==> config.mk <==
export PLATFORM = sky130hd
export DESIGN_NAME = dsc_diversity_symbol_decoder
export DESIGN_NICKNAME = d
export VERILOG_FILES = /design/src/rtl/dsc_pkg.sv /design/src/rtl/dsc_diversity_symbol_decoder.sv
export SDC_FILE = /design/constraint.sdc
export NUM_CORES = 1
export LEC_CHECK = 0
export BUFFER_PORTS_ARGS = -buffer_cell sky130_fd_sc_hd__buf_2
export CAP_MARGIN = 30
export CELL_PAD_IN_SITES_DETAIL_PLACEMENT = 1
export CELL_PAD_IN_SITES_GLOBAL_PLACEMENT = 2
export CORE_MARGIN = 2
export CORE_UTILIZATION = 33
export DETAILED_ROUTE_END_ITERATION = 6
export PLACE_DENSITY_LB_ADDON = 0.1
export SYNTH_ARGS = -nofsm -noshare
export SYNTH_HDL_FRONTEND = slang
export SYNTH_SLANG_ARGS = --single-unit
==> constraint.sdc <==
create_clock -name clk -period 6.3 [get_ports clk]
set_clock_uncertainty 0.05 [all_clocks]
set_input_delay 1.26 -clock clk [delete_from_list [all_inputs] [get_ports clk]]
set_output_delay 1.26 -clock clk [all_outputs]
set_load 0.03 [all_outputs]
==> src/rtl/dsc_pkg.sv <==
`timescale 1ns / 1ps
`default_nettype none
// ----------------------------------------------------------------------------
// dsc_pkg
// Shared types, constants and helpers for the DSC diversity symbol decoder.
// ----------------------------------------------------------------------------
package dsc_pkg;

  // Default sizing
  localparam int DIVERSITY_DEPTH_DEF = 3;
  localparam int MAX_BYTES_DEF       = 40;

  // Symbol constants
  localparam logic [6:0] STAR_SYMBOL = 7'd42;
  localparam logic [6:0] EOS_SYM_A   = 7'd117;
  localparam logic [6:0] EOS_SYM_B   = 7'd122;
  localparam logic [6:0] EOS_SYM_C   = 7'd127;
  localparam logic [6:0] FILL_RX_SYM1 = 7'd106;
  localparam logic [6:0] FILL_RX_SYM2 = 7'd105;
  localparam logic [3:0] MAX_PHASE    = 4'd9;

  // Request codes
  localparam logic REQ_START = 1'b0;
  localparam logic REQ_WORD  = 1'b1;

  // Stored symbol: bit 7 is the bad flag, bad symbols carry zero data
  typedef logic [7:0] sym8_t;

  typedef enum logic [2:0] {
    ST_PHASING,
    ST_FILL_DX,
    ST_FILL_RX,
    ST_RX,
    ST_DX,
    ST_DX_EOS,
    ST_RX_EOS,
    ST_HALT
  } state_t;

  typedef struct packed {
    logic       symbol_valid;
    logic [6:0] symbol_out;
    logic       both_bad;
    logic       message_done;
    logic       overflow;
    logic [7:0] error_count;
  } result_t;

  // Expected phasing symbol with pc phasing symbols still to come (1..9)
  function automatic logic [6:0] phasing_symbol(input logic [3:0] pc);
    logic [6:0] s;
    unique case (pc)
      4'd9:    s = 7'd110;
      4'd7:    s = 7'd109;
      4'd5:    s = 7'd108;
      4'd3:    s = 7'd107;
      4'd1:    s = 7'd106;
      4'd8, 4'd6, 4'd4, 4'd2: s = 7'd125;
      default: s = 7'd106;
    endcase
    return s;
  endfunction

  // Bit-reverse the data bits and check them against the zero count
  function automatic sym8_t word_to_symbol(input logic [9:0] cw);
    logic [6:0] s;
    logic [2:0] zeros;
    s = 7'd0;
    for (int j = 0; j < 7; j++) begin
      s[j] = cw[9-j];
    end
    zeros = 3'(7 - $countones(s));
    if (zeros != cw[2:0]) begin
      return 8'h80;
    end
    return {1'b0, s};
  endfunction

  function automatic logic is_eos(input logic [6:0] s);
    return (s == EOS_SYM_A) || (s == EOS_SYM_B) || (s == EOS_SYM_C);
  endfunction

endpackage
`default_nettype wire

==> src/rtl/dsc_diversity_symbol_decoder.sv <==
`timescale 1ns / 1ps
`default_nettype none
// ----------------------------------------------------------------------------
// dsc_diversity_symbol_decoder
// Maritime selective-calling symbol decoder with DX/RX diversity selection.
//
// Usage:
//   Input channel (in_valid/in_ready): a word is either a start request
//   (req_type 0, with the phasing offset) or a received 10-bit code word.
//   Output channel (out_valid/out_ready): exactly one result word per input
//   word, in order, carrying the selected symbol (when one is due), the
//   end-of-message and overflow flags and the running error count.
//   Results go to the output register, or to the skid register if it is full.
//   Throughput is one word per cycle while in_ready is high; all decoding,
//   selection and bookkeeping is done in one pass from the input handshake to the output stage.
//   A two-entry output stage (output register plus skid register) lets a
//   new word be accepted while a finished result is still waiting; when the
//   receiver stalls, in_ready drops once both entries are full.
//   Reset (rst_n low, synchronous) empties the output stage and puts the
//   decoder in the DX fill state with all counters cleared. The DX buffer
//   holds no reset value; it is always written before it is read.
// ----------------------------------------------------------------------------
module dsc_diversity_symbol_decoder #(
  parameter int DIVERSITY_DEPTH = dsc_pkg::DIVERSITY_DEPTH_DEF,
  parameter int MAX_BYTES       = dsc_pkg::MAX_BYTES_DEF
) (
  input  wire logic       clk,
  input  wire logic       rst_n,
  input  wire logic       in_valid,
  output logic            in_ready,
  input  wire logic       in_req_type,
  input  wire logic [3:0] in_phase_offset,
  input  wire logic [9:0] in_code_word,
  output logic            out_valid,
  input  wire logic       out_ready,
  output logic            out_symbol_valid,
  output logic [6:0]      out_symbol_out,
  output logic            out_both_bad,
  output logic            out_message_done,
  output logic            out_overflow,
  output logic [7:0]      out_error_count
);
  import dsc_pkg::*;

  localparam int BW  = (DIVERSITY_DEPTH > 1) ? $clog2(DIVERSITY_DEPTH) : 1;
  localparam int BCW = $clog2(MAX_BYTES + 2);
  localparam logic [BW-1:0]  LAST_IDX  = BW'(DIVERSITY_DEPTH - 1);
  localparam logic [BCW-1:0] MAX_COUNT = BCW'(MAX_BYTES);

  // Decoder state
  state_t          state_r, state_nxt;
  logic [3:0]      phase_count_r, phase_count_nxt;
  logic [BW-1:0]   buf_index_r, buf_index_nxt;
  logic [BCW-1:0]  byte_count_r, byte_count_nxt;
  logic [7:0]      errors_r, errors_nxt;
  sym8_t           dx_store_r [DIVERSITY_DEPTH];

  // Output stage
  logic            out_valid_r, skid_valid_r;
  result_t         out_data_r, skid_data_r;
  result_t         res;

  logic            push, pop;
  logic            is_word;
  sym8_t           sym;
  sym8_t           dx_sym;
  logic [3:0]      pc_clamp;
  logic [3:0]      off_clamp;
  logic [3:0]      bi_ext;
  logic            dx_write;

  // Diversity selection
  logic [6:0]      sel_sym;
  logic [1:0]      sel_err;
  logic            sel_both;
  logic [BCW-1:0]  bc_inc;
  logic            bc_over;

  logic [1:0]      err_add;
  logic [8:0]      err_sum;

  assign push    = in_valid && in_ready;
  assign pop     = out_valid_r && out_ready;
  assign is_word = (in_req_type == REQ_WORD);
  assign sym     = word_to_symbol(in_code_word);
  assign dx_sym  = dx_store_r[buf_index_r];
  assign bi_ext  = 4'(buf_index_r);
  assign bc_inc  = byte_count_r + BCW'(1);
  assign bc_over = (bc_inc > MAX_COUNT);

  assign pc_clamp  = (phase_count_r < 4'd1 || phase_count_r > MAX_PHASE) ? 4'd1
                                                                          : phase_count_r;
  assign off_clamp = (in_phase_offset > MAX_PHASE) ? MAX_PHASE : in_phase_offset;

  // Pick DX copy, then RX copy, then the star symbol
  always_comb begin
    if (!dx_sym[7]) begin
      sel_sym  = dx_sym[6:0];
      sel_err  = (dx_sym != sym) ? 2'd1 : 2'd0;
      sel_both = 1'b0;
    end else if (!sym[7]) begin
      sel_sym  = sym[6:0];
      sel_err  = 2'd1;
      sel_both = 1'b0;
    end else begin
      sel_sym  = STAR_SYMBOL;
      sel_err  = 2'd2;
      sel_both = 1'b1;
    end
  end

  // Next state
  always_comb begin
    state_nxt = state_r;
    if (!is_word) begin
      state_nxt = (off_clamp == 4'd0) ? ST_FILL_DX : ST_PHASING;
    end else begin
      unique case (state_r)
        ST_PHASING: state_nxt = (pc_clamp == 4'd1) ? ST_FILL_DX : ST_PHASING;
        ST_FILL_DX: state_nxt = (buf_index_r == LAST_IDX) ? ST_RX : ST_FILL_RX;
        ST_FILL_RX: state_nxt = ST_FILL_DX;
        ST_RX: begin
          if (bc_over) begin
            state_nxt = ST_HALT;
          end else begin
            state_nxt = is_eos(sel_sym) ? ST_DX_EOS : ST_DX;
          end
        end
        ST_DX:      state_nxt = ST_RX;
        ST_DX_EOS:  state_nxt = ST_RX_EOS;
        ST_RX_EOS:  state_nxt = ST_HALT;
        ST_HALT:    state_nxt = ST_HALT;
        default:    state_nxt = ST_HALT;
      endcase
    end
  end

  // Counters, buffer write and result word
  always_comb begin
    phase_count_nxt = phase_count_r;
    buf_index_nxt   = buf_index_r;
    byte_count_nxt  = byte_count_r;
    err_add         = 2'd0;
    dx_write        = 1'b0;
    res             = '0;
    if (!is_word) begin
      if (off_clamp != 4'd0) begin
        phase_count_nxt = off_clamp;
      end
      buf_index_nxt  = '0;
      byte_count_nxt = '0;
    end else begin
      unique case (state_r)
        ST_PHASING: begin
          if (sym != {1'b0, phasing_symbol(pc_clamp)}) begin
            err_add = 2'd1;
          end
          phase_count_nxt = pc_clamp - 4'd1;
        end
        ST_FILL_DX: begin
          dx_write      = 1'b1;
          buf_index_nxt = (buf_index_r == LAST_IDX) ? '0 : buf_index_r + BW'(1);
        end
        ST_FILL_RX: begin
          if ((bi_ext == 4'd1 && sym != {1'b0, FILL_RX_SYM1}) ||
              (bi_ext == 4'd2 && sym != {1'b0, FILL_RX_SYM2})) begin
            err_add = 2'd1;
          end
        end
        ST_RX, ST_RX_EOS: begin
          err_add          = sel_err;
          byte_count_nxt   = bc_inc;
          res.symbol_valid = 1'b1;
          res.symbol_out   = sel_sym;
          res.both_bad     = sel_both;
          if (state_r == ST_RX_EOS) begin
            res.message_done = 1'b1;
          end else if (bc_over) begin
            res.message_done = 1'b1;
            res.overflow     = 1'b1;
          end
        end
        ST_DX, ST_DX_EOS: begin
          dx_write      = 1'b1;
          buf_index_nxt = (buf_index_r == LAST_IDX) ? '0 : buf_index_r + BW'(1);
        end
        ST_HALT: ;
        default: ;
      endcase
    end
    // Saturating error accumulation
    err_sum    = {1'b0, errors_r} + {7'd0, err_add};
    errors_nxt = !is_word ? 8'd0 : (err_sum[8] ? 8'hFF : err_sum[7:0]);
    res.error_count = errors_nxt;
  end

  // Decoder state registers
  always_ff @(posedge clk) begin
    if (!rst_n) begin
      state_r       <= ST_FILL_DX;
      phase_count_r <= '0;
      buf_index_r   <= '0;
      byte_count_r  <= '0;
      errors_r      <= '0;
    end else if (push) begin
      state_r       <= state_nxt;
      phase_count_r <= phase_count_nxt;
      buf_index_r   <= buf_index_nxt;
      byte_count_r  <= byte_count_nxt;
      errors_r      <= errors_nxt;
    end
  end

  // DX buffer
  always_ff @(posedge clk) begin
    if (push && is_word && dx_write) begin
      dx_store_r[buf_index_r] <= sym;
    end
  end

  // Two-entry output stage
  always_ff @(posedge clk) begin
    if (!rst_n) begin
      out_valid_r  <= 1'b0;
      skid_valid_r <= 1'b0;
    end else if (pop) begin
      if (skid_valid_r) begin
        out_valid_r  <= 1'b1;
        skid_valid_r <= push;
      end else begin
        out_valid_r  <= push;
      end
    end else if (!out_valid_r) begin
      out_valid_r <= push;
    end else if (push) begin
      skid_valid_r <= 1'b1;
    end
  end

  always_ff @(posedge clk) begin
    if (pop) begin
      if (skid_valid_r) begin
        out_data_r <= skid_data_r;
        if (push) begin
          skid_data_r <= res;
        end
      end else if (push) begin
        out_data_r <= res;
      end
    end else if (!out_valid_r) begin
      if (push) begin
        out_data_r <= res;
      end
    end else if (push) begin
      skid_data_r <= res;
    end
  end

  assign in_ready         = !skid_valid_r;
  assign out_valid        = out_valid_r;
  assign out_symbol_valid = out_data_r.symbol_valid;
  assign out_symbol_out   = out_data_r.symbol_out;
  assign out_both_bad     = out_data_r.both_bad;
  assign out_message_done = out_data_r.message_done;
  assign out_overflow     = out_data_r.overflow;
  assign out_error_count  = out_data_r.error_count;

endmodule
`default_nettype wire

* After elaboration in Yosys (flattened, before gate mapping)
Memory sizes are Yosys's and may differ from the RTL's. A register that Yosys moved wholly into a read port is not among the register bits.
Cells that the tools add are included.
** Storage, ports and cells
- Register bits after elaboration :: 63
- RAM bits :: 24
- Memory bits (read-only) :: 64
- Input port bits :: 19
- Output and inout bits :: 21
- Logic and storage cells :: 145
- Memories kept :: 2
** Operators by class
- Add/subtract/negate cells :: 11
- Magnitude comparators :: 4
- Equality and inequality tests :: 23
- Mux-type cells :: 61
- Reductions and logical operators :: 25
** Memory list
- (no name shown) :: depth 16, bits a word 4, read ports 1, clocked after memory_dff 0, write ports 0, line dsc_pkg.sv:52 : unique case (pc)
- dx_store_r :: depth 3, bits a word 8, read ports 1, clocked after memory_dff 1, write ports 1, line dsc_diversity_symbol_decoder.sv:56 : sym8_t dx_store_r [DIVERSITY_DEPTH];
** Operators with widths (number)
- 19-bit 2-to-1 mux :: 8
- 8-bit 2-to-1 mux :: 4
- 7-bit 2-to-1 mux :: 4
- 1-bit 2-to-1 mux :: 23
- 11-bit 2-to-1 mux :: 2
- 7-bit == test, second input constant :: 3
- 3-bit one-hot mux with 7 select lines :: 1
- 2-bit 2-to-1 mux :: 10
- 4-bit 2-to-1 mux :: 5
- 8-bit by 7-bit != test with 1-bit output, second input constant :: 2
- 3-bit == test, second input constant :: 4
- 6-bit 2-to-1 mux :: 2
- 8-bit by 2-bit adder with 9-bit output :: 1
- 4-bit > comparator, second input constant :: 2
- 8-bit by 7-bit != test with 1-bit output :: 1
- 8-bit != test :: 1
- 2-bit AND reduction :: 4
- 1-bit by 1-bit adder with 2-bit output :: 3
- 6-bit by 1-bit adder with 6-bit output, second input constant :: 1
- 3-bit by 2-bit == test with 1-bit output, second input constant :: 2
- 6-bit > comparator, second input constant :: 1
- 1-bit logical AND :: 6
- 2-bit by 1-bit != test with 1-bit output, second input constant :: 3
- 2-bit one-hot mux with 3 select lines :: 1
- other kinds (23) :: 30

* Depth between registers and ports, before layout
- Depth in word-level cells :: 19
- Gate-level depth with buffers :: 23
- Mapped depth without buffers :: 23

* Worst setup path before layout
Ideal clock, no wire load.
- Kind :: input-to-reg
- Start :: in in_code_word[3]
- End :: reg out_data_r, in the netlist out_error_count[4], data pin
- Setup time :: 0.261 ns
- Arrival time :: 5.730 ns
- Required time :: 5.989 ns
- Slack :: 0.259 ns
- Stages on the path :: 23
- Path buffers :: 1
- Cells stage by stage :: inv_1 > fa_1 > inv_1 > ha_1 > fa_1 > ha_1 > xor3_1 > and3_4 > inv_2 > buf_2 > ha_1 > a2111o_1 > o41ai_1 > o311ai_1 > ha_1 > inv_1 > fa_1 > nor2b_1 > nand2_1 > xor2_1 > nand2_1 > a221oi_1 > nor2_1
** Between the ends
- Cells in the longest elaborated chain, start to end :: 18
- Elaborated cells on any way between the ends :: 27
- Classes of those cells :: 4 x add/sub; 5 x eq/ne; 15 x mux; 3 x reduce/logical
** Ends and longest elaborated chain
- from (decl) :: line dsc_diversity_symbol_decoder.sv:33 : input wire logic [9:0] in_code_word,
- 2-bit by 1-bit adder with 3-bit output (implied by the code) (*) :: line dsc_pkg.sv:72 : zeros = 3'(7 - $countones(s));
- 3-bit adder (implied by the code) (*) :: line dsc_pkg.sv:72
- 3-bit subtractor (*) :: line dsc_pkg.sv:72
- 3-bit != test (*) :: line dsc_pkg.sv:73 : if (zeros != cw[2:0]) begin
- 1-bit 2-to-1 mux (*) :: line dsc_pkg.sv:73
- 8-bit 2-to-1 mux (*) :: line dsc_pkg.sv:76 : return {1'b0, s};
- via sym[7] :: line dsc_diversity_symbol_decoder.sv:65 : sym8_t sym;
- 8-bit by 7-bit != test with 1-bit output (on tied branches) :: line dsc_diversity_symbol_decoder.sv:165, dsc_diversity_symbol_decoder.sv:166
- (+2 left out)
- 1-bit 2-to-1 mux :: line dsc_diversity_symbol_decoder.sv:165 : if ((bi_ext == 4'd1 && sym != {1'b0, FILL_RX_SYM1}) ||
- 2-bit one-hot mux with 3 select lines (*) :: line dsc_diversity_symbol_decoder.sv:153 : unique case (state_r)
- 2-bit 2-to-1 mux (*) :: line dsc_diversity_symbol_decoder.sv:146 : if (!is_word) begin
- 8-bit by 2-bit adder with 9-bit output (*) :: line dsc_diversity_symbol_decoder.sv:192 : err_sum = {1'b0, errors_r} + {7'd0, err_add};
- 8-bit 2-to-1 mux (*) (2 in series) :: line dsc_diversity_symbol_decoder.sv:193 : errors_nxt = !is_word ? 8'd0 : (err_sum[8] ? 8'hFF : err_sum[7:0]);
- 19-bit 2-to-1 mux (*) :: line dsc_diversity_symbol_decoder.sv:247, dsc_diversity_symbol_decoder.sv:251
- 19-bit 2-to-1 mux (on tied branches) :: line dsc_diversity_symbol_decoder.sv:250, dsc_diversity_symbol_decoder.sv:242
- 19-bit 2-to-1 mux (*) :: line dsc_diversity_symbol_decoder.sv:241 : if (pop) begin
- to (signal assigned) :: line dsc_diversity_symbol_decoder.sv:243 : out_data_r <= skid_data_r;
- to (signal assigned) :: line dsc_diversity_symbol_decoder.sv:248 : out_data_r <= res;
- to (signal assigned) :: line dsc_diversity_symbol_decoder.sv:252 : out_data_r <= res;
- to (decl) :: line dsc_diversity_symbol_decoder.sv:60 : result_t out_data_r, skid_data_r;
The timed path passes the listed nets; every way through them passes the cells marked *. The select of a mux whose other input is x is not followed.
A chain may end at the register's enable or synchronous reset.

* Worst setup path after layout
- Start :: in in_code_word[3]
- End :: reg out_data_r, in the netlist out_error_count[4], data pin
** Between the ends
- Cells in the longest elaborated chain, start to end :: 18
- Elaborated cells on any way between the ends :: 27
- Classes of those cells :: 4 x add/sub; 5 x eq/ne; 15 x mux; 3 x reduce/logical
** Ends and longest elaborated chain (line)
- 2-bit by 1-bit adder with 3-bit output (implied by the code) :: dsc_pkg.sv:72
- 3-bit adder (implied by the code) :: dsc_pkg.sv:72
- 3-bit subtractor :: dsc_pkg.sv:72
- 3-bit != test :: dsc_pkg.sv:73
- 1-bit 2-to-1 mux :: dsc_pkg.sv:73
- 8-bit 2-to-1 mux (*) :: dsc_pkg.sv:76
- 8-bit by 7-bit != test with 1-bit output (on tied branches) :: dsc_diversity_symbol_decoder.sv:165, dsc_diversity_symbol_decoder.sv:166
- 1-bit logical AND (on tied branches) :: dsc_diversity_symbol_decoder.sv:165, dsc_diversity_symbol_decoder.sv:166
- 1-bit logical OR :: dsc_diversity_symbol_decoder.sv:165
- 1-bit 2-to-1 mux :: dsc_diversity_symbol_decoder.sv:165
- 2-bit one-hot mux with 3 select lines (*) :: dsc_diversity_symbol_decoder.sv:153
- 2-bit 2-to-1 mux (*) :: dsc_diversity_symbol_decoder.sv:146
- 8-bit by 2-bit adder with 9-bit output (*) :: dsc_diversity_symbol_decoder.sv:192
- 8-bit 2-to-1 mux (*) (2 in series) :: dsc_diversity_symbol_decoder.sv:193
- 19-bit 2-to-1 mux (*) :: dsc_diversity_symbol_decoder.sv:247, dsc_diversity_symbol_decoder.sv:251
- 19-bit 2-to-1 mux (on tied branches) :: dsc_diversity_symbol_decoder.sv:250, dsc_diversity_symbol_decoder.sv:242
- 19-bit 2-to-1 mux (*) :: dsc_diversity_symbol_decoder.sv:241
Every way passes the cells marked *; elsewhere a longest branch is shown, timed or not. The select of a mux whose other input is x is not followed.

==> impl_metrics.env <==
export IMPL_hpwl_um=10100
export IMPL_finalMaxSlewViolations=0
export IMPL_met3_length_um=367
export IMPL_antenna_found_initial=0
export IMPL_fin_crit_sh_pct=93.8
export IMPL_syn_avg_cell_area_um2=9.65
export IMPL_regArea_mm2=0.00240
export IMPL_area_delta_synth_final_pct=18.6
export IMPL_wirelength_um=13900
export IMPL_drc_errors=0
export IMPL_critical_path_top_delay_family="adder cells"
export IMPL_post_cts_resized=0
export IMPL_switching_share_pct=29.2
export IMPL_endpoint="out_error_count[4]"
export IMPL_drt_iter0_drc=219
export IMPL_vias_per_cell=5.33
export IMPL_power_frac_seq_pct=43.8
export IMPL_p_sw_mw=0.458
export IMPL_cp_num_cells=23
export IMPL_combPwrFrac_pct=20.0
export IMPL_ys_flop_type="edfxtp_1"
export IMPL_p_leak_nw=2.21
export IMPL_synthArstFlopShare_pct=0
export IMPL_port_buffers=39
export IMPL_synthTopCellsByArea="edfxtp_1 38%, dfxtp_1 11%, a21oi_1 5.7%"
export IMPL_fin_crit_ns=5.91
export IMPL_cp_slowest_stage_delay_ns=0.53
export IMPL_grt_pass1_wl_um=22900
export IMPL_pre_cts_ws_ns=-0.0953
export IMPL_ys_seq_area_share_pct=49.4
export IMPL_multi_input_area_mm2=0.00227
export IMPL_r2r_end="out_error_count[4]"
export IMPL_drv_cap=0
export IMPL_synthesis_area_mm2=0.00486
export IMPL_synth_cell_types=62
export IMPL_peakVddDrop_mv=0.156
export IMPL_synth_most_common_cell="nor2_1"
export IMPL_drtPass1Iterations=4
export IMPL_grt_pass1_vias=4210
export IMPL_endpoint_kind="register"
export IMPL_wl_met1_um=6800
export IMPL_clockBufferDepth=2
export IMPL_setup_viol=0
export IMPL_n_fill_cell=1663
export IMPL_critPathArrivalTime_ns=5.96
export IMPL_synth_common_cells="65 x nor2_1, 62 x edfxtp_1, 55 x a21oi_1"
export IMPL_syn_inst=504
export IMPL_clock_sinks=89
export IMPL_ioPinCount=40
export IMPL_antenna_left=0
export IMPL_met2WireLength_um=6530
export IMPL_hold_buffers=0
export IMPL_synth_edf_count=62
export IMPL_whs_ns=0.426
export IMPL_cpMaxStageDelayCell="fa_1"
export IMPL_wire_per_inst_um=18.5
export IMPL_die_width_um=125
export IMPL_vias=4010
export IMPL_grt_max_degree=34
export IMPL_cts_root_buffer_cell="clkbuf_16"
export IMPL_cts_tree="done"
export IMPL_grt_total_usage_pct=18.5
export IMPL_startpoint="in_code_word[3]"
export IMPL_gr_total_overflow=0
export IMPL_slew_headroom_pct=36.7
export IMPL_post_cts_buffers=0
export IMPL_cts_buffers=9
export IMPL_regToRegStartpoint="phase_count_r[2]"
export IMPL_yosysTopAreaCell="edfxtp_1"
export IMPL_clk_pin_slew_ns=0.07
export IMPL_clk_latency_ns=0.35
export IMPL_diodes=0
export IMPL_rsz0062_at_grt="false"
export IMPL_worstRegToRegCells=22
export IMPL_highest_layer="met4"
export IMPL_status="complete, no violations"
export IMPL_yosysTopAreaCellShare_pct=38.3
export IMPL_cp_max_fo=6
export IMPL_start_util_pct=33.6
export IMPL_fp_dieH_um=125
export IMPL_p_per_area_mw_per_mm2=273
export IMPL_reg2reg_setup_slack_ns=1.88
export IMPL_crit_type="primary input to register"
export IMPL_num_nets_final=599
export IMPL_syn_nets=540
export IMPL_fin_setup_tns_ns=0
export IMPL_finalHoldViolations=0
export IMPL_drive_gt1_share_pct=17.6
export IMPL_tightest_slew_ns=0.946
export IMPL_setup_slack_ns=0.392
export IMPL_critPathBufInv=6
export IMPL_worstPathCellList="buf_2 -> inv_1 -> fa_1 -> inv_1 -> ha_1 -> fa_1 -> ha_1 -> xor3_1 -> and3_4 -> buf_4 -> buf_4 -> a2111o_1 -> o41ai_1 -> o311ai_1 -> ha_1 -> inv_1 -> fa_1 -> nor2b_2 -> nand2_1 -> xor2_1 -> nand2_1 -> a221oi_1 -> nor2_1"
export IMPL_htree_levels=3
export IMPL_coreArea_mm2=0.0145
export IMPL_fp_row_count=44
export IMPL_hold_path_class="register to register"
export IMPL_intPower_mw=1.11
export IMPL_gp_congestion=0.801
export IMPL_required_ns=6.35
export IMPL_clkPwrFrac_pct=36.2
export IMPL_startpoint_type="primary input"
export IMPL_ys_seq_elements=89
export IMPL_max_freq_mhz=169
export IMPL_die_area_mm2=0.0157
export IMPL_ys_warn_count=0
[power groups by stage]
stage	Clock [mW]	Sequential [mW]	Combinational (mW)
2_1_floorplan	0	0.723	0.177
3_3_place_gp	0	0.699	0.310
3_5_place_dp	0	0.701	0.316
4_1_cts	0.585	0.688	0.318
5_1_grt	0.610	0.693	0.346
6_report	0.570	0.688	0.314
[sequential cells by signal (all words and copies together) (netlist names), 2 cells and up, named ones only]
register / cells
dx_store_r: 24
state_r: 3
phase_count_r: 4
out_symbol_out: 7
skid_data_r: 19
buf_index_r: 2
out_error_count: 8
byte_count_r: 6
errors_r: 8
[area by class of cell]
type | count | share of cell area (%)
Tap cell | 184 | 3.99
Timing Repair Buffer | 71 | 7.68
Clock inverter | 3 | 0.434
Inverter | 28 | 1.82
Clock buffer | 13 | 5.08
Multi-Input combinational cell | 364 | 39.3
Sequential cell | 89 | 41.7
[through the flow]
step	power (mW)	std cells	util, %	area [um^2]
global route	1.65	752	39.8	5770
CTS	1.59	752	39.8	5760
floorplan	0.899	504	-	4860
detailed placement	1.02	736	37.6	5440
global placement	1.01	734	37.4	5420
finish	1.57	752	39.8	5770
[worst reg2reg max path, cell delays in order, from the launching register on]
cell and delay [ns]:
dfxtp_1 0.37, nor2_2 0.31, xnor2_1 0.11, nand2b_1 0.14
inv_1 0.10, ha_1 0.19, ha_1 0.21, nor2_1 0.10
a21oi_1 0.08, o32ai_1 0.25, a21oi_1 0.08, a41oi_1 0.18
nor4_1 0.08, o311ai_1 0.31, ha_1 0.24, inv_1 0.05
fa_1 0.39, nor2b_2 0.22, nand2_1 0.09, xor2_1 0.19
nand2_1 0.10, a221oi_1 0.27, nor2_1 0.06
[metal layers]
metal	vias up	GRT usage, %
met1	1989	25.6
met2	55	30.2
met4	0	6.08
met5	-	0
met3	11	2.48
li1	1955	-
[worst min-delay path by stage]
stage | endpoint | cells past startpoint | from | slack [ns]
2_1_floorplan | errors_r[0] | 2 | errors_r[0] | 0.39
3_3_place_gp | errors_r[0] | 2 | errors_r[0] | 0.41
3_5_place_dp | errors_r[0] | 2 | errors_r[0] | 0.41
4_1_cts | errors_r[0] | 2 | errors_r[0] | 0.43
5_1_grt | errors_r[0] | 2 | errors_r[0] | 0.46
6_report | errors_r[0] | 2 | errors_r[0] | 0.43
[cell usage in the layout, fill, tap and decap left out, types with 13 or more instances in the layout]
| cell | synthesis | layout |
|---|---|---|
| edfxtp_1 | 62 | 62 |
| a21oi_1 | 55 | 55 |
| ha_1 | 13 | 13 |
| nor2_1 | 65 | 65 |
| nand2_1 | 45 | 45 |
| o21ai_0 | 27 | 26 |
| buf_4 | 0 | 30 |
| buf_2 | 5 | 39 |
| o22ai_1 | 15 | 15 |
| dfxtp_1 | 27 | 27 |
| inv_1 | 25 | 25 |
[logic make-up (layout without fill, tap and decap cells)]
group                      count (synthesis)  count (layout)  share of synthesized area, %
muxes                                     15              15                          3.76
and+or+nand+nor                          172             172                          16.4
xor gates and xnor gates                  17              17                          3.37
DFF                                       89              89                          49.4
adders and majority gates                 17              17                          4.99
buffers and inverters                     51             115                          4.22
AOI/OAI and AO/OA                        143             143                          17.8
(Power assumes the default switching activity.)
